$ cat src/assert_macros.svh
// assertion macros used by the top level rtl file
`ifndef ASSERT_MACROS_SVH
`define ASSERT_MACROS_SVH

// clocked implication check, disabled while in reset
`define ASSERT_CLK(label, clk, rst_n, prop, msg) \
    label: assert property (@(posedge clk) disable iff (!rst_n) prop) else $error(msg);

// clocked check that also holds during reset
`define ASSERT_ALWAYS(label, clk, prop, msg) \
    label: assert property (@(posedge clk) prop) else $error(msg);

`endif

$ cat src/md5f_pkg.sv
// types, constants and md5 helper functions of the duplicate packet filter
package md5f_pkg;

    localparam logic [31:0] INIT_A = 32'h67452301;
    localparam logic [31:0] INIT_B = 32'hefcdab89;
    localparam logic [31:0] INIT_C = 32'h98badcfe;
    localparam logic [31:0] INIT_D = 32'h10325476;

    localparam logic [5:0] PAD_LEN_LIMIT = 6'd56;
    localparam logic [7:0] PAD_MARK      = 8'h80;

    localparam logic [1:0] ADDR_WINDOW_LEN = 2'd0;
    localparam logic [4:0] WINDOW_RESET    = 5'd16;

    // one 512-bit block handed from the front to the back
    typedef struct packed {
        logic [15:0][31:0] words;
        logic              last_blk;
        logic [31:0]       length;
    } job_t;

    // queue status seen by the producer and consumer
    typedef struct packed {
        logic full;
        logic empty;
    } queue_status_t;

    function automatic logic [31:0] round_k(input logic [5:0] i);
        logic [31:0] k;
        case (i)
            6'd0:  k = 32'hd76aa478; 6'd1:  k = 32'he8c7b756; 6'd2:  k = 32'h242070db;
            6'd3:  k = 32'hc1bdceee; 6'd4:  k = 32'hf57c0faf; 6'd5:  k = 32'h4787c62a;
            6'd6:  k = 32'ha8304613; 6'd7:  k = 32'hfd469501; 6'd8:  k = 32'h698098d8;
            6'd9:  k = 32'h8b44f7af; 6'd10: k = 32'hffff5bb1; 6'd11: k = 32'h895cd7be;
            6'd12: k = 32'h6b901122; 6'd13: k = 32'hfd987193; 6'd14: k = 32'ha679438e;
            6'd15: k = 32'h49b40821; 6'd16: k = 32'hf61e2562; 6'd17: k = 32'hc040b340;
            6'd18: k = 32'h265e5a51; 6'd19: k = 32'he9b6c7aa; 6'd20: k = 32'hd62f105d;
            6'd21: k = 32'h02441453; 6'd22: k = 32'hd8a1e681; 6'd23: k = 32'he7d3fbc8;
            6'd24: k = 32'h21e1cde6; 6'd25: k = 32'hc33707d6; 6'd26: k = 32'hf4d50d87;
            6'd27: k = 32'h455a14ed; 6'd28: k = 32'ha9e3e905; 6'd29: k = 32'hfcefa3f8;
            6'd30: k = 32'h676f02d9; 6'd31: k = 32'h8d2a4c8a; 6'd32: k = 32'hfffa3942;
            6'd33: k = 32'h8771f681; 6'd34: k = 32'h6d9d6122; 6'd35: k = 32'hfde5380c;
            6'd36: k = 32'ha4beea44; 6'd37: k = 32'h4bdecfa9; 6'd38: k = 32'hf6bb4b60;
            6'd39: k = 32'hbebfbc70; 6'd40: k = 32'h289b7ec6; 6'd41: k = 32'heaa127fa;
            6'd42: k = 32'hd4ef3085; 6'd43: k = 32'h04881d05; 6'd44: k = 32'hd9d4d039;
            6'd45: k = 32'he6db99e5; 6'd46: k = 32'h1fa27cf8; 6'd47: k = 32'hc4ac5665;
            6'd48: k = 32'hf4292244; 6'd49: k = 32'h432aff97; 6'd50: k = 32'hab9423a7;
            6'd51: k = 32'hfc93a039; 6'd52: k = 32'h655b59c3; 6'd53: k = 32'h8f0ccc92;
            6'd54: k = 32'hffeff47d; 6'd55: k = 32'h85845dd1; 6'd56: k = 32'h6fa87e4f;
            6'd57: k = 32'hfe2ce6e0; 6'd58: k = 32'ha3014314; 6'd59: k = 32'h4e0811a1;
            6'd60: k = 32'hf7537e82; 6'd61: k = 32'hbd3af235; 6'd62: k = 32'h2ad7d2bb;
            default: k = 32'heb86d391;
        endcase
        return k;
    endfunction

    function automatic logic [4:0] round_s(input logic [3:0] sel);
        logic [4:0] s;
        case (sel)
            4'd0:  s = 5'd7;  4'd1:  s = 5'd12; 4'd2:  s = 5'd17; 4'd3:  s = 5'd22;
            4'd4:  s = 5'd5;  4'd5:  s = 5'd9;  4'd6:  s = 5'd14; 4'd7:  s = 5'd20;
            4'd8:  s = 5'd4;  4'd9:  s = 5'd11; 4'd10: s = 5'd16; 4'd11: s = 5'd23;
            4'd12: s = 5'd6;  4'd13: s = 5'd10; 4'd14: s = 5'd15;
            default: s = 5'd21;
        endcase
        return s;
    endfunction

    function automatic logic [31:0] byte_swap(input logic [31:0] v);
        return {v[7:0], v[15:8], v[23:16], v[31:24]};
    endfunction

endpackage

$ cat src/md5f_queue.sv
// two-entry block queue between the byte front and the hash back
module md5f_queue
(
    input  logic                    clk,
    input  logic                    rst_n,
    input  logic                    push,
    input  md5f_pkg::job_t          push_job,
    input  logic                    pop,
    output md5f_pkg::job_t          head_job,
    output md5f_pkg::queue_status_t status
);

    localparam int DEPTH = 2;
    localparam int PW    = $clog2(DEPTH);

    md5f_pkg::job_t      entry_reg [DEPTH];
    logic [PW-1:0]       wr_ptr_reg;
    logic [PW-1:0]       rd_ptr_reg;
    logic [PW:0]         count_reg;

    assign status.full  = (count_reg == (PW+1)'(DEPTH));
    assign status.empty = (count_reg == '0);
    assign head_job     = entry_reg[rd_ptr_reg];

    always_ff @(posedge clk)
    begin
        if (push)
        begin
            entry_reg[wr_ptr_reg] <= push_job;
        end
    end

    always_ff @(posedge clk or negedge rst_n)
    begin
        if (!rst_n)
        begin
            wr_ptr_reg <= '0;
            rd_ptr_reg <= '0;
            count_reg  <= '0;
        end
        else
        begin
            if (push)
            begin
                wr_ptr_reg <= wr_ptr_reg + 1'b1;
            end
            if (pop)
            begin
                rd_ptr_reg <= rd_ptr_reg + 1'b1;
            end
            if (push && !pop)
            begin
                count_reg <= count_reg + 1'b1;
            end
            else if (pop && !push)
            begin
                count_reg <= count_reg - 1'b1;
            end
        end
    end

endmodule

$ cat config.mk
export PLATFORM = sky130hd
export DESIGN_NAME = md5f_queue
export DESIGN_NICKNAME = d
export VERILOG_FILES = /design/src/assert_macros.svh /design/src/md5f_pkg.sv /design/src/md5f_queue.sv
export SDC_FILE = /design/constraint.sdc
export NUM_CORES = 1
export LEC_CHECK = 0
export BUFFER_PORTS_ARGS = -buffer_cell sky130_fd_sc_hd__buf_2
export CORE_AREA = 4 4 420 422
export DETAILED_ROUTE_END_ITERATION = 10
export DIE_AREA = 0 0 424 426
export PLACE_DENSITY = 0.4
export SLEW_MARGIN = 20
export SYNTH_ARGS = -nofsm -noshare
export SYNTH_HDL_FRONTEND = slang
export SYNTH_SLANG_ARGS = --single-unit
$ cat constraint.sdc
create_clock -name clk -period 47.2 [get_ports clk]
set_clock_uncertainty 0.15 [all_clocks]
set_input_delay 14.16 -clock clk [delete_from_list [all_inputs] [get_ports clk]]
set_output_delay 14.16 -clock clk [all_outputs]
set_load 0.05 [all_outputs]
==> Yosys cells after proc, flatten, opt, wreduce, memory -nomap -nowiden <==
Memory sizes are Yosys's and may differ from the RTL's.
Cells that the tools add are included.
{ "totals": {"latchBits": 0, "mem_bits_ro": 0, "in_bits": 549, "ram_bits": 1090, "ff_bits": 4, "mem_count": 1, "output_inout_bits": 547} }
{ "memory_table": {"columns": ["memory", "depth", "width", "rd", "rd_clocked_by_memory_dff", "wr", "line_no", "source"], "rows": [
  ["entry_reg", 2, 545, 1, 0, 1, "md5f_queue.sv:16", "md5f_pkg::job_t entry_reg [DEPTH];"]
]} }
{ "classes": {"div": 0, "multipliers": 0, "bitwise_logic": 0, "n_eq_ne": 1, "addsub": 4, "n_reduce_logical": 6, "n_mux": 4, "shift": 0, "magnitude_cmp": 0} }
{ "op_table": {"columns": ["op", "n"], "rows": [
  ["2-bit 2-to-1 mux", 2],
  ["1-bit adder (second input constant)", 2],
  ["2-bit by 1-bit adder with 2-bit output (second input constant)", 1],
  ["2-bit equality test (second input constant)", 1],
  ["1-bit logical AND", 2],
  ["1-bit logical NOT", 2],
  ["2-bit logical NOT", 1],
  ["1-bit 2-to-1 mux", 2],
  ["2-bit nonzero test", 1],
  ["2-bit by 1-bit subtractor with 2-bit output (second input constant)", 1]
]} }

==> Logic depth before layout (Yosys ltp) <==
Gate-level depths: netlist (run 1).
{ "depth": {"depth_word": 4, "ltp_mapped": 5} }

==> Least setup slack after synthesis (run 1) <==
No wires, ideal clock.
{ "synth_timing": {"kind": "input to register", "startpoint": "in push", "endpoint": "mem entry_reg[0][0] (netlist bit), enable pin", "slack_ps": 7998, "arrival_time_ps": 37520, "setup_time_ps": 1532, "cell_stages": 1, "path_cell_list": "nor2b_1"} }
{ "synth_between": {"elab_chain_len": 2} }
{ "synth_rtl": {"columns": ["element", "line_no", "source"], "rows": [
  ["start, declared", "md5f_queue.sv:6", "input logic push,"],
  ["1-bit 2-to-1 mux", "md5f_queue.sv:27", "if (push)"],
  ["1-bit 2-to-1 mux (not written as such)", "md5f_queue.sv:29", "entry_reg[wr_ptr_reg] <= push_job;"],
  ["end, declared", "md5f_queue.sv:16", null]
]} }
Every way passes these cells.

==> results.md, run 1 <==
- site row count: 153
- Netlist cell types: 11
- P_int: 2.233 mW
- flip-flop count of the largest register, all copies and words added: 1090
- gate count of the mapped netlist: 1712
- first-pass GRT wire length: 174400 um
- H-tree depth: 4
- routability congestion estimate from global placement: 0.8591
- net switching power: 1.588 mW
- final period utilization: 40.76%
- Post-CTS Resized: 0
- max-slew violations: 0
- final critical delay including setup and external delays: 19.24 ns
- deepest clock path buffer count: 3
- portion of the post-synthesis area used by sequential elements: 82.61%
- summed instance area of the synthesized netlist: 39740 um2
- clk_lat worst skew: 0.77 ns
- DRT Wirelength: 128900 um
- Crit path required time: 32.89 ns
- HPWL reported at the end of detailed placement: 93760 um
- crit path buf inv count: 4
- Final setup viols: 0
- Horiz. Die Dim: 424 um
- Tot Pwr: 3.820 mW
- Slowest-stage cell, CP: sky130_fd_sc_hd__dfrtp_4
- CTS clk-pin slew, worst paths: 0.05 ns
- CP delay by family, top: buffers and inverters
- Port Buffer Count: 1095
- leakage power summed over all cells: 18.90 nW
- Die Y: 426 um
- cell breakdown of the critical path: buf_4, buf_4, buf_4, mux2_2, buf_2
- relative contribution of sequential cells to total power: 35.2%
- CP Class: reg -> out
- outcome: complete, no violations
- area share of the largest cell type after synthesis: 82.36%
- combinational power share: 39.3%
- final count of hold timing violations: 0
- total negative slack for setup checks: 0 ns
- largest net degree at the start of global routing: 143
- RSZ-0062 raised after global routing: false
- data arrival time of the critical path: 4.93 ns
- I/O pin count: 1096
- drc violations: 0
- router iterations before antenna repair: 5
- TritonCTS Buffers: 132
- largest vdd supply drop: 39.77 uV
- post-DR wirelength/cell: 24.07 um
- count of antenna-violating nets left after detailed routing: 0
- Synth area leaders: sky130_fd_sc_hd__edfxtp_1 (82%), sky130_fd_sc_hd__mux2_2 (15%), sky130_fd_sc_hd__buf_6 (1.7%)
- maximum fanout count along the critical path: 65
- Net Count, Synth: 2262
- worst slew margin relative to its limit: 33.39%
- antenna violations before repair: 88
- clock sinks: 1094
- Root Buffer: sky130_fd_sc_hd__clkbuf_16
- share of final-layout standard cells stronger than drive strength 1: 61.14%
- share of total power consumed by net switching: 41.56%
- endpoint kind of the worst setup timing path: primary output
- die area: 180600 um2
- Final Net Count: 3455
- highest cell delay on the worst timing path: 1.03 ns
- routed vias/inst: 3.929
- via count of the routed design: 21040
- Max Fclk: 51.98 MHz
- Top cell by count, worst path: sky130_fd_sc_hd__buf_4
- GR Util All Layers: 13.74%
- initial cell density of the core: 22.96%
- proportion of power drawn by the clock network: 25.5%
- class of the tightest hold or removal check: reg -> reg
- power density relative to cell area: 73.68 nW/um2
- syn avg cell area: 23.21 um2
- post-CTS setup buffers: 0
- via count of the first global-routing pass: 22160
- flip-flop and latch count after synthesis: 1094
- number of buffers inserted by hold repair at cts: 0
- Placeable Area: 173100 um2
- initial DRC count: 1295
- synth warn: 0
- cell type with the highest aggregate area in the netlist: sky130_fd_sc_hd__edfxtp_1
- final global-route overflow total: 0
- Max-cap violations: 0
- TritonCTS clock tree: yes
- startpoint type of the worst setup path: register
- Worst Tran Pin Value: 0.9991 ns
- area growth from synthesis to final layout: 30.45%
layout make-up:
class / instances / area (um2)
fill: 17360 / 121200
sequential: 1094 / 32840
multi-input combinational: 556 / 6230
timing repair buffer: 1120 / 5693
clock buffer: 168 / 3523
tap: 2325 / 2909
clock inverter: 67 / 590.6
antenna: 24 / 60.06
inverter: 1 / 3.754
layer usage:
| layer | GRT usage [%] | part of all wire (%) | vias up |
|---|---|---|---|
| met5 | 0 | 0.13 | - |
| met4 | 4.066 | 2.7 | 26 |
| met3 | 4.940 | 7.8 | 255 |
| met2 | 24.12 | 51 | 823 |
| met1 | 15.66 | 38 | 10600 |
| li1 | - | - | 9334 |
cells in the final DEF (no fill, tap or decap), types with 3 or more instances in the layout:
master,count
sky130_fd_sc_hd__buf_2,1095
sky130_fd_sc_hd__buf_4,23
sky130_fd_sc_hd__bufinv_16,8
sky130_fd_sc_hd__clkbuf_1,32
sky130_fd_sc_hd__clkbuf_16,136
sky130_fd_sc_hd__clkinv_1,33
sky130_fd_sc_hd__clkinv_2,11
sky130_fd_sc_hd__clkinv_8,3
sky130_fd_sc_hd__clkinvlp_4,4
sky130_fd_sc_hd__dfrtp_1,3
sky130_fd_sc_hd__diode_2,24
sky130_fd_sc_hd__edfxtp_1,1090
sky130_fd_sc_hd__inv_6,5
sky130_fd_sc_hd__mux2_2,545
sky130_fd_sc_hd__xor2_1,4
worst reg2reg max path, stage by stage (launching register included):
cell and delay [ns]:
sky130_fd_sc_hd__dfrtp_1 0.42, sky130_fd_sc_hd__and2_4 0.73, sky130_fd_sc_hd__buf_4 0.82, sky130_fd_sc_hd__buf_4 0.81, sky130_fd_sc_hd__buf_4 0.89
worst paths after layout:
kind | depth (start not counted) | startpoint | slack, ns | endpoint
min in group asynchronous | 1 | rst_n | 13.04 | wr_ptr_reg$_DFFE_PN0P_
max in group asynchronous | 1 | rst_n | 33.69 | rd_ptr_reg$_DFFE_PN0P_
setup / recovery | 5 | rd_ptr_reg$_DFFE_PN0P_ | 27.96 | head_job[44]
setup reg to reg | 4 | wr_ptr_reg$_DFFE_PN0P_ | 42.86 | entry_reg[1][157]$_DFFE_PP_
hold / removal | 1 | count_reg[1]$_DFFE_PN0P_ | 0.33 | count_reg[1]$_DFFE_PN0P_
hold reg to reg | 1 | count_reg[1]$_DFFE_PN0P_ | 0.33 | count_reg[1]$_DFFE_PN0P_
Yosys cell counts:
cell / n
sky130_fd_sc_hd__edfxtp_1: 1090
sky130_fd_sc_hd__xnor2_1: 1
sky130_fd_sc_hd__mux2_2: 545
sky130_fd_sc_hd__xor2_1: 4
sky130_fd_sc_hd__ha_1: 1
sky130_fd_sc_hd__inv_1: 1
sky130_fd_sc_hd__and2_1: 1
sky130_fd_sc_hd__buf_6: 61
sky130_fd_sc_hd__dfrtp_1: 4
sky130_fd_sc_hd__nor2_1: 2
sky130_fd_sc_hd__nor2b_1: 2
power groups by stage:
stage | combinational (mW) | sequential [mW] | clock [mW]
final | 1.50 | 1.34 | 0.974
after global routing | 1.57 | 1.36 | 1.06
after CTS | 1.54 | 1.35 | 1.02
after detailed placement | 1.54 | 1.37 | 0
after global placement | 1.54 | 1.37 | 0
after floorplan | 1.17 | 1.50 | 0
stage by stage:
step	util [%]	area (um2)	worst slack, ns	hold WS [ns]	instances
3_3_place_gp	27.55	47670	28.58	0.3327	5096
5_1_grt	29.94	51810	27.60	0.3438	5341
4_1_cts	29.92	51780	27.69	0.3385	5331
3_5_place_dp	27.55	47670	28.55	0.3312	5096
2_1_floorplan	-	39740	7.998	0.3055	1712
6_report	29.96	51840	27.96	0.3307	5355
kinds of logic (layout without fill, tap and decap cells):
family / count (synthesis) / after routing / synth area share, %
buf+inv: 62 / 1356 / 1.738
simple gates: 5 / 5 / 0.06613
flops: 1094 / 1094 / 82.61
fa+ha+maj: 1 / 1 / 0.03148
other cells: 0 / 24 / 0
mux: 545 / 545 / 15.44
xor+xnor: 5 / 5 / 0.1102
(Power assumes the default switching activity.)
==> run 2, diff against run 1 <==
- clock period: 47.2 -> 18.53 ns (I/O delays scaled with it)
==> run 2 against run 1 <==
Effect of this change: via count down 0.29%; core utilization barely moved; flip-flop and latch count unchanged; sequential share of layout area is 0.081 points higher; clock-buffer cell count is 2 lower; global-route usage is 0.25 points lower; first-iteration DRC count down 12%; worst hold slack improved by 0.0055 ns; non-clock buffer count down 8.
==> results.md, run 2 (same netlist as run 1, synthesis figures left out) <==
- outcome: complete, no violations
- Placeable Area: 173100 um2
- count of placed standard cells including taps: 5088
- final period utilization: 56.10%
- Final setup viols: 0
- HPWL reported at the end of detailed placement: 93560 um
- deepest clock path buffer count: 3
- site row count: 153
- final count of hold timing violations: 0
- count of antenna-violating nets left after detailed routing: 0
- leading cell type in the layout, fill and taps excluded: sky130_fd_sc_hd__buf_2
- final critical delay including setup and external delays: 10.39 ns
- drc violations: 0
- met1 Track Usage GR: 14.67%
- pre-CTS setup slack: 8.815 ns
- Crit path required time: 12.82 ns
- Max Fclk: 96.20 MHz
- maximum fanout count along the critical path: 120
- router iterations before antenna repair: 5
- Post-CTS Resized: 0
- H-tree depth: 4
- final global-route overflow total: 0
- Tot Pwr: 9.639 mW
- Worst Tran Pin Value: 1.151 ns
- post-CTS setup buffers: 0
- Horiz. Die Dim: 424 um
- clk_lat worst skew: 0.74 ns
- Max-cap violations: 0
- highest-count cells in the layout ignoring fill and taps: sky130_fd_sc_hd__buf_2 (1095), sky130_fd_sc_hd__edfxtp_1 (1090), sky130_fd_sc_hd__mux2_2 (545)
- CP Class: reg -> out
- first-pass GRT wire length: 170900 um
- clock sinks: 1094
- post-DR wirelength/cell: 23.83 um
- initial cell density of the core: 22.96%
- power density relative to cell area: 186.2 nW/um2
- worst slew margin relative to its limit: 23.28%
- endpoint kind of the worst setup timing path: primary output
- summed area of non-filler cells in the final layout: 51780 um2
- startpoint type of the worst setup path: register
- Root Buffer: sky130_fd_sc_hd__clkbuf_16
- placement-stage cell area: 47690 um2
- initial DRC count: 1145
- CTS clk-pin slew, worst paths: 0.06 ns
- number of buffers inserted by hold repair at cts: 0
- Die Y: 426 um
- routed vias/inst: 3.924
- met2 track demand over resource in global routing: 23.75%
- via count of the routed design: 20980
- TritonCTS Buffers: 130
- DRT Wirelength: 127400 um
- worst setup margin: 8.135 ns
- max-slew violations: 0
- die area: 180600 um2
- antenna violations before repair: 90
- GR Util All Layers: 13.49%
- Global Route met3 Usage: 4.733%
- flip-flop count of the largest register, all copies and words added: 1090
- gr busiest metal: met2
- class of the tightest hold or removal check: reg -> reg
- share of final-layout standard cells stronger than drive strength 1: 61.24%
- largest net degree at the start of global routing: 158
- data arrival time of the critical path: 4.69 ns
- leakage power summed over all cells: 18.85 nW
- total negative slack for setup checks: 0 ns
- RSZ-0062 raised after global routing: false
- Port Buffer Count: 1095
- largest vdd supply drop: 103.5 uV
- I/O pin count: 1096
- area growth from synthesis to final layout: 30.29%
- TritonCTS clock tree: yes
- via count of the first global-routing pass: 21870
- Post-Layout Cell Count: 5347
- routability congestion estimate from global placement: 0.8588
- Final Net Count: 3445
==> run 2: worst paths after layout <==
check	from	to	slack [ns]	cells after the start
max	rd_ptr_reg$_DFFE_PN0P_	head_job[84]	8.14	5
min	count_reg[1]$_DFFE_PN0P_	count_reg[1]$_DFFE_PN0P_	0.34	1
max reg2reg	wr_ptr_reg$_DFFE_PN0P_	entry_reg[0][78]$_DFFE_PP_	14.53	4
min reg2reg	count_reg[1]$_DFFE_PN0P_	count_reg[1]$_DFFE_PN0P_	0.34	1
max in group asynchronous	rst_n	rd_ptr_reg$_DFFE_PN0P_	13.49	1
min in group asynchronous	rst_n	count_reg[1]$_DFFE_PN0P_	4.51	1
==> run 2: layer usage <==
metal,wire [um],up-vias
li1,-,9315
met1,46290,10560
met2,66510,807
met3,9528,274
met4,4932,24
met5,155,-
==> run 2: stage by stage <==
step / hold slack [ns] / utilization (%)
finish: 0.3362 / 29.92
global route: 0.3596 / 29.90
CTS: 0.3443 / 29.87
detailed placement: 0.3310 / 27.56
global placement: 0.3283 / 27.56
floorplan: 0.3063 / -
==> run 2: area by class of cell <==
class	count	area (um2)
Clock buffer	166	3558
Clock inverter	59	449.2
Sequential cell	1094	32840
Inverter	1	3.754
Antenna cell	34	85.08
Fill cell	17380	121300
Multi-Input combinational cell	556	6230
Timing Repair Buffer	1112	5708
Tap cell	2325	2909
==> run 2: power by group <==
group | total [mW] | internal (mW) | leakage [nW] | switching [mW]
clock | 2.40 | 1.43 | 1.96 | 0.971
sequential | 3.43 | 3.29 | 10.3 | 0.140
combinational | 3.81 | 0.947 | 6.61 | 2.86
total | 9.64 | 5.67 | 18.8 | 3.97
==> run 2: worst max-delay path, cell delays in order, from the launching register on <==
cell and delay, ns:
sky130_fd_sc_hd__dfrtp_4 1.03, sky130_fd_sc_hd__buf_12 0.59, sky130_fd_sc_hd__buf_4 0.70, sky130_fd_sc_hd__buf_4 0.70
sky130_fd_sc_hd__mux2_2 0.43, sky130_fd_sc_hd__buf_2 0.21
