## config.mk

```make
export PLATFORM = sky130hd
export DESIGN_NAME = md5f_front
export DESIGN_NICKNAME = d
export VERILOG_FILES = /design/src/assert_macros.svh /design/src/md5f_pkg.sv /design/src/md5f_front.sv
export SDC_FILE = /design/constraint.sdc
export NUM_CORES = 1
export LEC_CHECK = 0
export ABC_CLOCK_PERIOD_IN_PS = 3620
export BUFFER_PORTS_ARGS = -buffer_cell sky130_fd_sc_hd__buf_2
export CAP_MARGIN = 20
export CELL_PAD_IN_SITES_DETAIL_PLACEMENT = 1
export CELL_PAD_IN_SITES_GLOBAL_PLACEMENT = 2
export CORE_UTILIZATION = 39
export DETAILED_ROUTE_END_ITERATION = 16
export GPL_TIMING_DRIVEN = 0
export HOLD_SLACK_MARGIN = 0.06
export PLACE_DENSITY_LB_ADDON = 0.1
export SYNTH_ARGS = -nofsm -noshare
export SYNTH_HDL_FRONTEND = slang
export SYNTH_SLANG_ARGS = --single-unit
```

## constraint.sdc

```tcl
create_clock -name clk -period 3.62 [get_ports clk]
set_input_delay 0.181 -clock clk [delete_from_list [all_inputs] [get_ports clk]]
set_output_delay 0.181 -clock clk [all_outputs]
set_load 0.03 [all_outputs]
```

## src/assert_macros.svh

```systemverilog
// assertion macros used by the top level rtl file
`ifndef ASSERT_MACROS_SVH
`define ASSERT_MACROS_SVH

// clocked implication check, disabled while in reset
`define ASSERT_CLK(label, clk, rst_n, prop, msg) \
    label: assert property (@(posedge clk) disable iff (!rst_n) prop) else $error(msg);

// clocked check that also holds during reset
`define ASSERT_ALWAYS(label, clk, prop, msg) \
    label: assert property (@(posedge clk) prop) else $error(msg);

`endif

```

## src/md5f_pkg.sv

```systemverilog
// types, constants and md5 helper functions of the duplicate packet filter
package md5f_pkg;

    localparam logic [31:0] INIT_A = 32'h67452301;
    localparam logic [31:0] INIT_B = 32'hefcdab89;
    localparam logic [31:0] INIT_C = 32'h98badcfe;
    localparam logic [31:0] INIT_D = 32'h10325476;

    localparam logic [5:0] PAD_LEN_LIMIT = 6'd56;
    localparam logic [7:0] PAD_MARK      = 8'h80;

    localparam logic [1:0] ADDR_WINDOW_LEN = 2'd0;
    localparam logic [4:0] WINDOW_RESET    = 5'd16;

    // one 512-bit block handed from the front to the back
    typedef struct packed {
        logic [15:0][31:0] words;
        logic              last_blk;
        logic [31:0]       length;
    } job_t;

    // queue status seen by the producer and consumer
    typedef struct packed {
        logic full;
        logic empty;
    } queue_status_t;

    function automatic logic [31:0] round_k(input logic [5:0] i);
        logic [31:0] k;
        case (i)
            6'd0:  k = 32'hd76aa478; 6'd1:  k = 32'he8c7b756; 6'd2:  k = 32'h242070db;
            6'd3:  k = 32'hc1bdceee; 6'd4:  k = 32'hf57c0faf; 6'd5:  k = 32'h4787c62a;
            6'd6:  k = 32'ha8304613; 6'd7:  k = 32'hfd469501; 6'd8:  k = 32'h698098d8;
            6'd9:  k = 32'h8b44f7af; 6'd10: k = 32'hffff5bb1; 6'd11: k = 32'h895cd7be;
            6'd12: k = 32'h6b901122; 6'd13: k = 32'hfd987193; 6'd14: k = 32'ha679438e;
            6'd15: k = 32'h49b40821; 6'd16: k = 32'hf61e2562; 6'd17: k = 32'hc040b340;
            6'd18: k = 32'h265e5a51; 6'd19: k = 32'he9b6c7aa; 6'd20: k = 32'hd62f105d;
            6'd21: k = 32'h02441453; 6'd22: k = 32'hd8a1e681; 6'd23: k = 32'he7d3fbc8;
            6'd24: k = 32'h21e1cde6; 6'd25: k = 32'hc33707d6; 6'd26: k = 32'hf4d50d87;
            6'd27: k = 32'h455a14ed; 6'd28: k = 32'ha9e3e905; 6'd29: k = 32'hfcefa3f8;
            6'd30: k = 32'h676f02d9; 6'd31: k = 32'h8d2a4c8a; 6'd32: k = 32'hfffa3942;
            6'd33: k = 32'h8771f681; 6'd34: k = 32'h6d9d6122; 6'd35: k = 32'hfde5380c;
            6'd36: k = 32'ha4beea44; 6'd37: k = 32'h4bdecfa9; 6'd38: k = 32'hf6bb4b60;
            6'd39: k = 32'hbebfbc70; 6'd40: k = 32'h289b7ec6; 6'd41: k = 32'heaa127fa;
            6'd42: k = 32'hd4ef3085; 6'd43: k = 32'h04881d05; 6'd44: k = 32'hd9d4d039;
            6'd45: k = 32'he6db99e5; 6'd46: k = 32'h1fa27cf8; 6'd47: k = 32'hc4ac5665;
            6'd48: k = 32'hf4292244; 6'd49: k = 32'h432aff97; 6'd50: k = 32'hab9423a7;
            6'd51: k = 32'hfc93a039; 6'd52: k = 32'h655b59c3; 6'd53: k = 32'h8f0ccc92;
            6'd54: k = 32'hffeff47d; 6'd55: k = 32'h85845dd1; 6'd56: k = 32'h6fa87e4f;
            6'd57: k = 32'hfe2ce6e0; 6'd58: k = 32'ha3014314; 6'd59: k = 32'h4e0811a1;
            6'd60: k = 32'hf7537e82; 6'd61: k = 32'hbd3af235; 6'd62: k = 32'h2ad7d2bb;
            default: k = 32'heb86d391;
        endcase
        return k;
    endfunction

    function automatic logic [4:0] round_s(input logic [3:0] sel);
        logic [4:0] s;
        case (sel)
            4'd0:  s = 5'd7;  4'd1:  s = 5'd12; 4'd2:  s = 5'd17; 4'd3:  s = 5'd22;
            4'd4:  s = 5'd5;  4'd5:  s = 5'd9;  4'd6:  s = 5'd14; 4'd7:  s = 5'd20;
            4'd8:  s = 5'd4;  4'd9:  s = 5'd11; 4'd10: s = 5'd16; 4'd11: s = 5'd23;
            4'd12: s = 5'd6;  4'd13: s = 5'd10; 4'd14: s = 5'd15;
            default: s = 5'd21;
        endcase
        return s;
    endfunction

    function automatic logic [31:0] byte_swap(input logic [31:0] v);
        return {v[7:0], v[15:8], v[23:16], v[31:24]};
    endfunction

endpackage

```

## src/md5f_front.sv

```systemverilog
// byte collector: fills 64-byte blocks and appends md5 padding at packet end
module md5f_front
(
    input  logic                    clk,
    input  logic                    rst_n,
    input  logic                    in_valid,
    output logic                    in_ready,
    input  logic [7:0]              in_byte,
    input  logic                    in_last,
    input  logic                    in_empty,
    input  md5f_pkg::queue_status_t q_status,
    output logic                    push,
    output md5f_pkg::job_t          push_job
);

    typedef enum logic [1:0] {F_IN, F_FULL, F_PAD1, F_PAD2} fstate_t;

    fstate_t      state_reg;
    logic [31:0]  cnt_reg;
    logic         last_pend_reg;
    logic [31:0]  buf_reg [16];

    logic         take;
    logic [31:0]  cnt_inc;
    logic [5:0]   fill;
    logic [63:0]  bit_len;
    logic [15:0][31:0] pad_words;

    assign in_ready = (state_reg == F_IN);
    assign take     = in_valid && in_ready;
    assign cnt_inc  = cnt_reg + 32'd1;
    assign fill     = cnt_reg[5:0];
    assign bit_len  = {29'd0, cnt_reg, 3'd0};
    assign push     = (state_reg != F_IN) && !q_status.full;

    // data < fill, marker at fill, length if it fits; F_PAD2: zeros, length
    always_comb
    begin
        for (int w = 0; w < 16; w++)
        begin
            for (int b = 0; b < 4; b++)
            begin
                if (state_reg == F_PAD2)
                begin
                    pad_words[w][8*b +: 8] = 8'd0;
                end
                else if (6'(4*w + b) < fill)
                begin
                    pad_words[w][8*b +: 8] = buf_reg[w][8*b +: 8];
                end
                else if (6'(4*w + b) == fill)
                begin
                    pad_words[w][8*b +: 8] = md5f_pkg::PAD_MARK;
                end
                else
                begin
                    pad_words[w][8*b +: 8] = 8'd0;
                end
            end
        end
        if (state_reg == F_PAD2 || fill < md5f_pkg::PAD_LEN_LIMIT)
        begin
            pad_words[14] = bit_len[31:0];
            pad_words[15] = bit_len[63:32];
        end
    end

    always_comb
    begin
        push_job.length   = cnt_reg;
        push_job.last_blk = (state_reg == F_PAD2) ||
                            (state_reg == F_PAD1 && fill < md5f_pkg::PAD_LEN_LIMIT);
        for (int w = 0; w < 16; w++)
        begin
            push_job.words[w] = (state_reg == F_FULL) ? buf_reg[w] : pad_words[w];
        end
    end

    always_ff @(posedge clk)
    begin
        if (take && !in_empty)
        begin
            buf_reg[cnt_reg[5:2]][8*cnt_reg[1:0] +: 8] <= in_byte;
        end
    end

    always_ff @(posedge clk or negedge rst_n)
    begin
        if (!rst_n)
        begin
            state_reg     <= F_IN;
            cnt_reg       <= '0;
            last_pend_reg <= 1'b0;
        end
        else
        begin
            case (state_reg)
                F_IN:
                begin
                    if (take)
                    begin
                        if (!in_empty)
                        begin
                            cnt_reg <= cnt_inc;
                            if (cnt_inc[5:0] == 6'd0)
                            begin
                                state_reg     <= F_FULL;
                                last_pend_reg <= in_last;
                            end
                            else if (in_last)
                            begin
                                state_reg <= F_PAD1;
                            end
                        end
                        else if (in_last)
                        begin
                            state_reg <= F_PAD1;
                        end
                    end
                end
                F_FULL:
                begin
                    if (push)
                    begin
                        state_reg <= last_pend_reg ? F_PAD1 : F_IN;
                    end
                end
                F_PAD1:
                begin
                    if (push)
                    begin
                        if (fill < md5f_pkg::PAD_LEN_LIMIT)
                        begin
                            cnt_reg   <= '0;
                            state_reg <= F_IN;
                        end
                        else
                        begin
                            state_reg <= F_PAD2;
                        end
                    end
                end
                F_PAD2:
                begin
                    if (push)
                    begin
                        cnt_reg   <= '0;
                        state_reg <= F_IN;
                    end
                end
                default:
                begin
                    state_reg <= F_IN;
                end
            endcase
        end
    end

endmodule

```

Word-level counts from Yosys, hierarchy flattened
Memories as Yosys holds them, arrays and structs flattened.
Cells that the tools add are included.

storage, ports and cells
  register bits after elaboration = 35
  RAM bits = 512
  bits of input ports = 15
  output and inout bits = 547
  word-level logic and storage cells = 389
  memories kept = 1

memories
  name     depth  width  rd ports  clocked after Yosys merged registers in  wr ports  RTL line          source
  buf_reg  16     32     16        0                                        1         md5f_front.sv:21  logic [31:0] buf_reg [16];

cells by class
  add/subtract/negate cells = 2
  magnitude comparators = 65
  equality and inequality tests = 72
  shift operators = 2
  multiplexer cells = 227
  bitwise logic cells = 1
  reduce and logical (&&, ||, !) cells = 16

operators by type and width
  kind                       count
  $mux W8                    192
  $mux W32                   22
  $eq A6 B6 Y1 const A       32
  $lt A6 B6 Y1 const A       32
  $eq A5 B6 Y1 const A       16
  $lt A5 B6 Y1 const A       16
  $pmux W32 S3               1
  $mux W64                   1
  $eq A4 B6 Y1 const A       8
  $lt A4 B6 Y1 const A       8
  $neg A5 Y34                1
  $shift A8 B34 Y32 const A  1
  $shiftx A8 B34 Y32         1
  $add A32 B1 Y32 const B    1
  $eq A3 B6 Y1 const A       4
  $lt A3 B6 Y1 const A       4
  $mux W2                    9
  $eq A2 B6 Y1 const A       2
  $logic_not A6 Y1           2
  $lt A1 B6 Y1 const A       2
  $lt A2 B6 Y1 const A       2
  $ne A2 B2 Y1 const B       5
  $pmux W2 S4                1
  $reduce_and A4 Y1          2
  14 further kinds           20

Depth between registers and ports, before layout
Gate-level depths: netlist of the first run.

  depth in word-level cells = 6
  depth in mapped cells = 8
  depth with buffers taken out = 7

Least setup slack after synthesis of the first run
OpenSTA, ideal clock, no wires.

  kind = reg-to-output
  from = register cnt_reg[3]
  to = output port push_job[504] in the netlist's numbering
  data arrival time = 2531 ps
  data required time = 3439 ps
  slack = 908 ps
  stages on the path, launching flop included = 8
  buffers on the path = 2
  cell sequence = dfrtp_1 > buf_4 > clkbuf_1 > nand3_1 > nor2_1 > and3_1 > a21oi_1 > o21ai_0

RTL lines
  element                   RTL line           source
  start: declaration        md5f_front.sv:19   logic [31:0] cnt_reg;
  start signal: assignment  md5f_front.sv:104  cnt_reg <= cnt_inc;
  end: declaration          md5f_front.sv:13   output md5f_pkg::job_t push_job

==> results of run 1 <==
## layout make-up
type                       count  area [sq um]  share of cell area [%]
sequential                   547         16250                   56.27
multi-input combinational   1071          6525                   22.59
timing repair buffer         568          2879                   9.968
clock buffer                  74          1554                   5.380
tap                          765         957.2                   3.314
clock inverter                36         400.4                   1.386
buffer                        60         272.8                  0.9444
inverter                       8         33.78                  0.1170
antenna                        3         7.507                 0.02599
## cell usage in the layout (no fill, tap or decap), types with 7 or more instances in the layout
cell type    n
nand2_1     87
dfrtp_1     33
o21ai_1     10
mux2_2       8
a21oi_1     39
clkbuf_16   60
buf_2      574
clkinv_2    12
clkbuf_2    15
o21ai_0     66
and3_1      21
nand2b_1    10
a21o_1      10
and2_1     439
nor2b_1     21
mux2i_1     10
clkbuf_1    42
a22o_1      25
nor3_1      12
xnor2_1     11
inv_1        7
a21oi_2      8
nor2_1     133
bufinv_16    8
nand2_2      7
nand3_1     18
a32o_1      12
nand4_1     13
nor2_2       7
xor2_1       8
clkinv_1     9
edfxtp_1   512
## report_power, final
part	leakage (nW)	total [mW]	internal [mW]	switching, mW
combinational	6.02	1.77	0.339	1.43
sequential	5.21	7.25	7.21	0.0445
clock	0.954	6.17	3.61	2.56
## cell families (layout without fill, tap and decap cells)
family                   Yosys count  count (layout)  share of synthesized area (%)
AO/OA/AOI/OAI                    211             211                          5.873
XOR/XNOR                          19              19                         0.7267
adder cells (fa/ha/maj)            6               6                         0.3278
buffers and inverters             71             746                          1.268
flip-flops                       547             547                          70.96
multiplexers                      18              18                         0.8305
other                              0               3                              0
AND/OR/NAND/NOR                  817             817                          20.01
## synth_stat cells (9+ instances only)
cell and n:
nand2b_1 12, nand3_1 19, o21ai_1 9, nor3_1 15
a21o_1 10, xnor2_1 11, nand4_1 13, nor2_1 142
nand2_1 94, a32o_1 12, mux2i_1 10, a21oi_1 46
and3_1 21, and2_1 439, o21ai_0 69, clkbuf_1 46
edfxtp_1 512, buf_2 10, a22o_1 25, nor2b_1 25
dfrtp_1 35
## worst max-delay path, cell delays in order, from the launching register on
cell and delay, ns:
dfrtp_1 0.51, buf_2 0.34, nor2b_1 0.59, clkbuf_2 0.47
clkbuf_2 0.41, nand2_1 0.12, o21ai_0 0.12, buf_2 0.28
## timing repair
item	CTS	global route
resized for setup	53	22
pin swaps	1	0
endpoints found under the hold margin	38	0
setup endpoints to repair	247	141
hold buffers	5	0
## worst paths after layout
path | from | slack, ns | cells after the start | end
worst max-delay path | state_reg[0]$_DFFE_PN0P_ | -0.02 | 7 | push_job[224]
worst min-delay path | rst_n | 0.21 | 2 | cnt_reg[27]$_DFFE_PN0P_
worst max register to register | state_reg[0]$_DFFE_PN0P_ | 0.08 | 5 | buf_reg[9][29]$_DFFE_PP_
worst min register to register | last_pend_reg$_DFFE_PN0P_ | 0.50 | 1 | last_pend_reg$_DFFE_PN0P_
max in group asynchronous | rst_n | 2.83 | 2 | cnt_reg[1]$_DFFE_PN0P_
min in group clk | in_valid | 0.24 | 4 | cnt_reg[3]$_DFFE_PN0P_
## per-stage QoR
stage	instance area (sq um)	std cells	setup TNS (ns)	power [mW]
2_1_floorplan	22900	1689	0	8.300
5_1_grt	28880	3130	-0.03607	15.59
3_5_place_dp	26690	3017	-0.7853	9.132
6_report	28880	3132	-0.02317	15.19
4_1_cts	28830	3130	-0.2790	15.28
3_3_place_gp	26660	3014	0	9.105
## per-layer routing
layer	wire [um]	GRT usage, %	vias to the layer above	part of all wire (%)
li1	-	-	7325	-
met1	37490	39.63	8787	41
met2	43480	48.71	710	47
met3	7178	7.199	179	7.8
met4	3427	10.79	8	3.7
met5	50	0	-	0.055
==> flow_summary_export.csv, run 1 <==
group,metric,value,unit
clocking,path_clk_slew,0.06,ns
worst_hold_path,hp-class,"input pin to asynchronous set/reset pin",
logic_synthesis,yosys-top-cells-area,"edfxtp_1 67%, and2_1 12%, dfrtp_1 3.8%, nor2_1 2.3%, nand2_1 1.5%",
timing,skew,0.03119,ns
place,port_buffers,560,
routing,vias,17010,
timing,setup_ws,-0.02317,ns
routing,ant_nets,0,
floorplanning,die_height,244.3,um
layout,largest_reg_flops,512,
global_routing,grt.total_usage,30.17,%
critical_path,path_class,"flip-flop to output pin",
floorplanning,fp-row-count,88,
clocking,ctsLongestPathBuffers,3,
logic_synthesis,synth-edff-count,512,
clocking,post_cts_buffers,0,
timing,maxSlewViolCount,0,
global_routing,grt-ovfl-total,0,
logic_synthesis,ys_seq_area_share,70.96,%
layout,nets,2336,
layout,n_fill_cell,6086,
logic_synthesis,synth-seq-cells,547,
global_routing,antenna_found_initial,6,
clocking,cts_buffers,59,
logic_synthesis,synth_top_cell_area_share,67.14,%
logic_synthesis,avgSynthCellArea,13.56,sq um
timing,whs,0.2113,ns
global_routing,grt_pass1_wl,127300,um
floorplanning,die-area,59690,sq um
timing,rsz0062_at_grt,"yes",
logic_synthesis,syn_nets,1710,
place,place_hpwl,66760,um
layout,area_delta_synth_final,26.12,%
timing,tightest_slew,1.096,ns
routing,drtIter0Drc,1124,
routing,drt-pass1-iter-count,5,
global_routing,grt_start_max_net_pins,36,
timing,hold_viol,0,
clocking,cts-root-buf,"clkbuf_16",
logic_synthesis,ys_types,65,
critical_path,cp_max_fo,10,
timing,post-route-period-util,100.6,%
power,p_per_area,526.1,nW/um^2
floorplanning,io_pins,562,
logic_synthesis,synth_area,22900,sq um
timing,setup_violations,1,
logic_synthesis,synth_area_leader_cell,"edfxtp_1",
critical_path,worst-endpoint-required,3.44,ns
power,leakage,12.19,nW
floorplanning,die_w,244.3,um
logic_synthesis,synth-main-ff-cell,"edfxtp_1",
clocking,numClockSinks,547,
logic_synthesis,synthCells,1689,
timing,slew_headroom,26.64,%
routing,via_per_inst,5.431,
routing,remaining_drc_errors,0,
layout,drive_above_1_share,31.56,%
place,place_ws,-0.09878,ns
run_status,outcome,"finished with violations",
global_routing,grt_pass1_vias,17040,
run_status,violations,"negative setup slack",
place,globalplace.congestion,0.9674,
critical_path,startpoint_type,"flip-flop",
floorplanning,core,57810,sq um
critical_path,critPathArrivalTime,3.46,ns
logic_synthesis,ys_warn_count,0,
floorplanning,start_util,39.62,%
critical_path,end_kind,"output pin",
power,vdd_drop_max,0.5020,mV
clocking,htree_levels,2,
layout,post-route-util,49.97,%
timing,min_period,3.643,ns
routing,routed_wl,91630,um
flow_run,cap_violations,0,
clocking,clkLatencyLatePin,0.64,ns
routing,wire_per_inst,29.26,um
clocking,cts_tree,"yes",
logic_synthesis,ys_async_sr_fraction,6.399,%
timing,fmax,0.2745,GHz
(Power assumes the default switching activity.)
==> inputs of run 2 (changes only) <==
--- a/config.mk
+++ b/config.mk
@@ -10,6 +10,7 @@
 export CAP_MARGIN = 20
 export CELL_PAD_IN_SITES_DETAIL_PLACEMENT = 1
 export CELL_PAD_IN_SITES_GLOBAL_PLACEMENT = 2
+export CORE_MARGIN = 3
 export CORE_UTILIZATION = 39
 export DETAILED_ROUTE_END_ITERATION = 16
 export GPL_TIMING_DRIVEN = 0
==> run 2 against run 1 <==
Net effect:
- the run still ends with negative setup slack left
- flip-flop and latch count is the same
- global-route usage shrank 1.0 points
- cell area shrank 0.16%
- register-to-register slack gained 0.14 ns
- non-clock buffer count is the same
- power shrank 1.8%
==> flow_summary_export.csv, run 2 (same netlist as run 1, synthesis figures left out) <==
group,metric,value,unit
run_status,outcome,"finished with violations",
run_status,violations,"negative setup slack",
critical_path,worst_path_largest_cell_delay,0.57,ns
worst_hold_path,hold_depth,5,
timing,tightest_slew,0.9718,ns
routing,remaining_drc_errors,0,
routing,dr_wl_met3,7661,um
global_routing,grt-ovfl-total,0,
routing,vias,16850,
clocking,cts_buffers,58,
power,seq_power_share,48.6,%
routing,drt-pass1-iter-count,6,
critical_path,r2r_slack,0.22,ns
timing,maxSlewViolCount,0,
layout,n_fill_cell,6082,
layout,layout_common_cells,"570 x buf_2, 512 x edfxtp_1, 439 x and2_1",
critical_path,critPathTopFamily,"buffers and inverters",
layout,nets,2335,
place,globalplace.congestion,0.9411,
floorplanning,start_util,39.54,%
critical_path,rr_worst_depth,5,
timing,setup_ws,-0.03885,ns
critical_path,startpoint_type,"flip-flop",
floorplanning,die_w,248.3,um
place,post-place-cells,3017,
clocking,numClockSinks,547,
routing,via_per_inst,5.389,
timing,hold_viol,0,
global_routing,grt_pass1_wl,127000,um
clocking,cts_tree,"yes",
global_routing,antenna_found_initial,6,
layout,area_delta_synth_final,25.92,%
layout,regArea,16250,sq um
floorplanning,core,57920,sq um
power,p_total,14.93,mW
critical_path,worst-endpoint-required,3.44,ns
worst_hold_path,hp-start,"in_valid",
routing,routed_wl,91550,um
clocking,path_clk_slew,0.07,ns
critical_path,crit_path_cell_trace,"buf_2 -> buf_2 -> nand3_2 -> nor2_4 -> o21ai_0 -> a21oi_1 -> buf_2",
clocking,cts-root-buf,"clkbuf_16",
timing,skew,0.01514,ns
critical_path,slowest_stage,"dfrtp_1",
worst_hold_path,hp-class,"input pin to flip-flop",
power,p_int,10.97,mW
critical_path,r2r_end,"buf_reg[11][25]$_DFFE_PP_",
critical_path,critPathArrivalTime,3.48,ns
clocking,ctsLongestPathBuffers,3,
layout,final_common_cell,"buf_2",
floorplanning,die_height,248.3,um
power,vdd_drop_max,0.4108,mV
routing,wire_per_inst,29.28,um
layout,largest_reg_flops,512,
clocking,clkLatencyLatePin,0.63,ns
timing,setup_violations,2,
layout,final_cells,3127,
routing,ant_nets,0,
critical_path,end_kind,"output pin",
clocking,htree_levels,2,
clocking,post_cts_buffers,0,
routing,dr_wl_met2,43990,um
flow_run,cap_violations,0,
routing,drtIter0Drc,1233,
timing,min_period,3.659,ns
critical_path,crit_start,"cnt_reg[5]$_DFFE_PN0P_",
power,p_per_area,517.6,nW/um^2
global_routing,grt_pass1_vias,17210,
worst_hold_path,holdPathEnd,"state_reg[1]$_DFFE_PN0P_",
layout,drive_above_1_share,31.96,%
routing,wl_met1,36580,um
floorplanning,die-area,61660,sq um
routing,top_layer_used,"met5",
critical_path,worst-path-buf-inv,3,
global_routing,grt_start_max_net_pins,36,
layout,multi_input_area,6558,sq um
timing,rsz0062_at_grt,"yes",
floorplanning,io_pins,562,
floorplanning,fp-row-count,88,
power,pwr-share-comb,11.8,%
critical_path,r2r_start,"state_reg[0]$_DFFE_PN0P_",
power,leakage,12.18,nW
power,clockPowerShare,39.6,%
critical_path,cp_max_fo,10,
power,p_sw_share,26.48,%
place,place_hpwl,67420,um
global_routing,grt.total_usage,29.17,%
place,port_buffers,560,
critical_path,path_class,"flip-flop to output pin",
timing,slew_headroom,34.97,%
power,p_switching,3.953,mW
critical_path,worst_path_most_repeated_cell,"buf_2",
timing,fmax,0.2733,GHz
timing,post-route-period-util,101.1,%
==> run 2: changes by cell type in the layout (fill, tap and decap cells not counted), moves of 2 or more <==
cell / previous run / this run
clkbuf_1: 42 / 33
o21ai_2: 2 / 9
o21ai_1: 10 / 4
buf_2: 574 / 570
clkbuf_2: 15 / 19
clkinv_1: 9 / 12
clkbuf_16: 60 / 58
clkinv_2: 12 / 14
inv_6: 1 / 3
==> run 2: timing repair <==
action	in CTS	in global routing
endpoints found under the hold margin	38	0
resized for setup	42	45
hold buffers	4	0
endpoints found under the setup margin	280	351
pin swaps	0	1
==> run 2: final cells by class <==
cell class                 instances  area share, %
sequential                       547          56.36
multi-input combinational       1071          22.74
timing repair buffer             567          9.949
clock buffer                      64          5.111
tap                              765          3.319
clock inverter                    41          1.388
buffer                            61         0.9980
inverter                           8         0.1041
antenna                            3        0.02603
==> run 2: worst max-delay path by stage <==
stage / endpoint / slack [ns] / cells past startpoint
2_1_floorplan: push_job[504] / 0.91 / 7
3_3_place_gp: push_job[101] / 0.11 / 9
3_5_place_dp: push_job[102] / 0.01 / 9
4_1_cts: push_job[102] / -0.12 / 9
5_1_grt: push_job[504] / -0.06 / 8
6_report: push_job[496] / -0.04 / 7
==> run 2: worst reg2reg max path, stage by stage (launching register included) <==
cell	delay, ns
dfrtp_1	0.49
nor4b_4	0.68
clkbuf_1	0.53
nand2_1	0.26
clkbuf_1	0.31
nor2_1	0.76
==> run 2: metal layers <==
metal	track usage, %	vias to the layer above
li1	-	7315
met5	0	-
met1	38.20	8657
met3	7.115	159
met2	47.95	712
met4	9.403	8
==> run 2: metrics by stage <==
stage	instance area [sq um]	hold WS [ns]	utilization (%)	setup slack [ns]	TNS (ns)
final	28840	0.1393	49.79	-0.03885	-0.04046
after global routing	28830	0.1144	49.78	-0.05501	-0.2088
after global placement	26660	0.3332	46.03	0.1129	0
after floorplan	22900	-0.1146	-	0.9082	0
after CTS	28710	0.09022	49.57	-0.1229	-1.369
after detailed placement	26690	0.3302	46.08	0.01401	0
==> run 2: power by group through the flow <==
stage               clock network (mW)  registers (mW)  logic, mW
CTS                               5.99            7.25       1.77
floorplan                            0            7.37      0.934
finish                            5.91            7.25       1.76
detailed placement                   0            7.38       1.75
global placement                     0            7.38       1.74
global route                      6.28            7.25       1.89
==> inputs of run 3 (changes only) <==
--- a/config.mk
+++ b/config.mk
@@ -8,14 +8,12 @@
 export ABC_CLOCK_PERIOD_IN_PS = 3620
 export BUFFER_PORTS_ARGS = -buffer_cell sky130_fd_sc_hd__buf_2
 export CAP_MARGIN = 20
-export CELL_PAD_IN_SITES_DETAIL_PLACEMENT = 1
-export CELL_PAD_IN_SITES_GLOBAL_PLACEMENT = 2
-export CORE_MARGIN = 3
-export CORE_UTILIZATION = 39
+export CORE_AREA = 3 3 215 217
 export DETAILED_ROUTE_END_ITERATION = 16
+export DIE_AREA = 0 0 218 220
 export GPL_TIMING_DRIVEN = 0
 export HOLD_SLACK_MARGIN = 0.06
-export PLACE_DENSITY_LB_ADDON = 0.1
+export PLACE_DENSITY = 0.77
 export SYNTH_ARGS = -nofsm -noshare
 export SYNTH_HDL_FRONTEND = slang
 export SYNTH_SLANG_ARGS = --single-unit
==> run 3 against run 2 <==
Net effect:
- the flow still finishes with violations (negative setup slack)
- via count grew 2.5%
- flip-flop and latch count is the same
- sequential power is essentially flat
- hold slack gained 0.088 ns
- global-route usage grew 4.9 points
- cell area shrank 1.6%
- sequential share of layout area grew 0.89 points
- combinational power shrank 2%
- clock power shrank 9.1%
- first-iteration DRC count grew 91%
- routed wire length shrank 9.0%
- critical path depth is the same
- critical endpoint is now push_job[70]
==> flow_summary_export.csv, run 3 (same netlist as run 1, synthesis figures left out) <==
group,metric,value,unit
run_status,outcome,"finished with violations",
run_status,violations,"negative setup slack",
floorplanning,die_w,218,um
timing,slew_headroom,30.81,%
power,leakage,12.05,nW
routing,top_layer_used,"met5",
layout,layout_common_cells,"571 x buf_2, 512 x edfxtp_1, 439 x and2_1",
routing,wire_per_inst,28.21,um
place,place_hpwl,60140,um
clocking,cts_tree,"yes",
routing,drtIter0Drc,2353,
critical_path,worst_path_largest_cell_delay,0.72,ns
timing,whs,0.2269,ns
place,place_ws,0.1133,ns
place,post-place-cells,2841,
layout,drive_above_1_share,30.72,%
routing,vias,17280,
timing,fmax,0.2740,GHz
clocking,cts-root-buf,"clkbuf_16",
routing,routed_wl,83350,um
power,vdd_drop_max,0.5972,mV
layout,multi_input_area,6513,sq um
global_routing,grt_start_max_net_pins,36,
global_routing,grt_pass1_wl,116500,um
floorplanning,die_height,220,um
clocking,cts_buffers,55,
floorplanning,start_util,51.67,%
routing,drt-pass1-iter-count,5,
layout,final_cells,2954,
timing,post-route-period-util,100.8,%
layout,regArea,16250,sq um
timing,setup_ws,-0.02989,ns
floorplanning,die-area,47960,sq um
clocking,clkLatencyLatePin,0.61,ns
layout,nets,2336,
layout,final_common_cell,"buf_2",
critical_path,worst_path_most_repeated_cell,"buf_2",
routing,remaining_drc_errors,0,
timing,min_period,3.650,ns
critical_path,slowest_stage,"nor3_2",
clocking,htree_levels,2,
global_routing,grt_pass1_vias,16790,
layout,post-route-util,64.06,%
routing,via_per_inst,5.849,
routing,dr_wl_met2,38200,um
flow_run,cap_violations,0,
layout,largest_reg_flops,512,
worst_hold_path,hp-class,"input pin to flip-flop",
place,port_buffers,560,
global_routing,antenna_found_initial,8,
critical_path,end_kind,"output pin",
floorplanning,io_pins,562,
layout,n_fill_cell,3408,
clocking,path_clk_slew,0.06,ns
critical_path,cp_max_fo,10,
timing,rsz0062_at_grt,"yes",
power,p_per_area,505.3,nW/um^2
critical_path,startpoint_type,"flip-flop",
timing,setup_violations,7,
routing,ant_nets,0,
routing,dr_wl_met3,9195,um
routing,wl_met1,31480,um
timing,setup_tns,-0.07835,ns
layout,area_delta_synth_final,23.96,%
critical_path,worst-endpoint-required,3.44,ns
floorplanning,core,44320,sq um
timing,hold_viol,0,
critical_path,path_class,"flip-flop to output pin",
timing,skew,0.02534,ns
critical_path,critPathArrivalTime,3.47,ns
timing,maxSlewViolCount,0,
global_routing,grt.total_usage,34.02,%
timing,tightest_slew,1.028,ns
critical_path,crit_path_cell_trace,"buf_2 -> or2_1 -> clkbuf_1 -> nor3_2 -> a21oi_1 -> and2_1 -> buf_2",
clocking,numClockSinks,547,
global_routing,grt-ovfl-total,0,
clocking,ctsLongestPathBuffers,3,
floorplanning,fp-row-count,77,
place,globalplace.congestion,1.014,
## run 3: cell types whose count changed in the layout (fill, tap and decap cells not counted), moves of 6 or more
cell,change
o21ai_2,-8
clkinv_2,-6
clkbuf_1,+14
bufinv_16,-6
## run 3: what timing repair did
action                                  4_1_cts  5_1_grt
endpoints found under the setup margin      179      221
setup buffers                                 0        2
resized for setup                            29       40
hold buffers                                  6        0
endpoints found under the hold margin        38        0
pin swaps                                     1        1
## run 3: worst paths after layout
kind	end	cells after the start	start	slack, ns
worst min-delay path	cnt_reg[3]$_DFFE_PN0P_	4	in_valid	0.23
min in group asynchronous	cnt_reg[22]$_DFFE_PN0P_	2	rst_n	0.24
worst max-delay path	push_job[70]	7	cnt_reg[5]$_DFFE_PN0P_	-0.03
worst min register to register	last_pend_reg$_DFFE_PN0P_	1	last_pend_reg$_DFFE_PN0P_	0.53
worst max register to register	state_reg[1]$_DFFE_PN0P_	9	state_reg[0]$_DFFE_PN0P_	0.14
max in group asynchronous	cnt_reg[0]$_DFFE_PN0P_	2	rst_n	2.81
## run 3: critical path, delay by kind of cell, from the launching register on
kind	cells	cell delay [ns]
flip-flops	1	0.53
AND/OR/NAND/NOR	3	1.23
buffers and inverters	3	0.69
AO/OA/AOI/OAI	1	0.41
## run 3: final cells by class
class,instances,area share [%]
well taps,592,2.609
clock inverters,28,0.6435
multi-input cells,1071,22.94
plain buffers,63,0.9873
flip-flops and latches,547,57.25
clock buffers,74,5.280
inverters,8,0.1058
repair buffers,569,10.16
diodes,2,0.01763
## run 3: power breakdown
| group | leakage, nW | total [mW] | internal (mW) | switching [mW] |
|---|---|---|---|---|
| Sequential | 5.21 | 7.25 | 7.21 | 0.0448 |
| Clock | 0.822 | 5.37 | 2.98 | 2.39 |
| Combinational | 6.02 | 1.72 | 0.337 | 1.38 |
## run 3: stage by stage
stage | power [mW] | cell area (sq um)
floorplan | 8.300 | 22900
global placement | 9.040 | 26440
detailed placement | 9.056 | 26440
CTS | 14.34 | 28260
global route | 14.69 | 28390
finish | 14.34 | 28390
## run 3: routing by layer
metal	vias to the layer above	global-route usage, %
met1	8538	44.77
li1	7331	-
met3	239	9.473
met5	-	0
met4	14	16.03
met2	1157	52.85
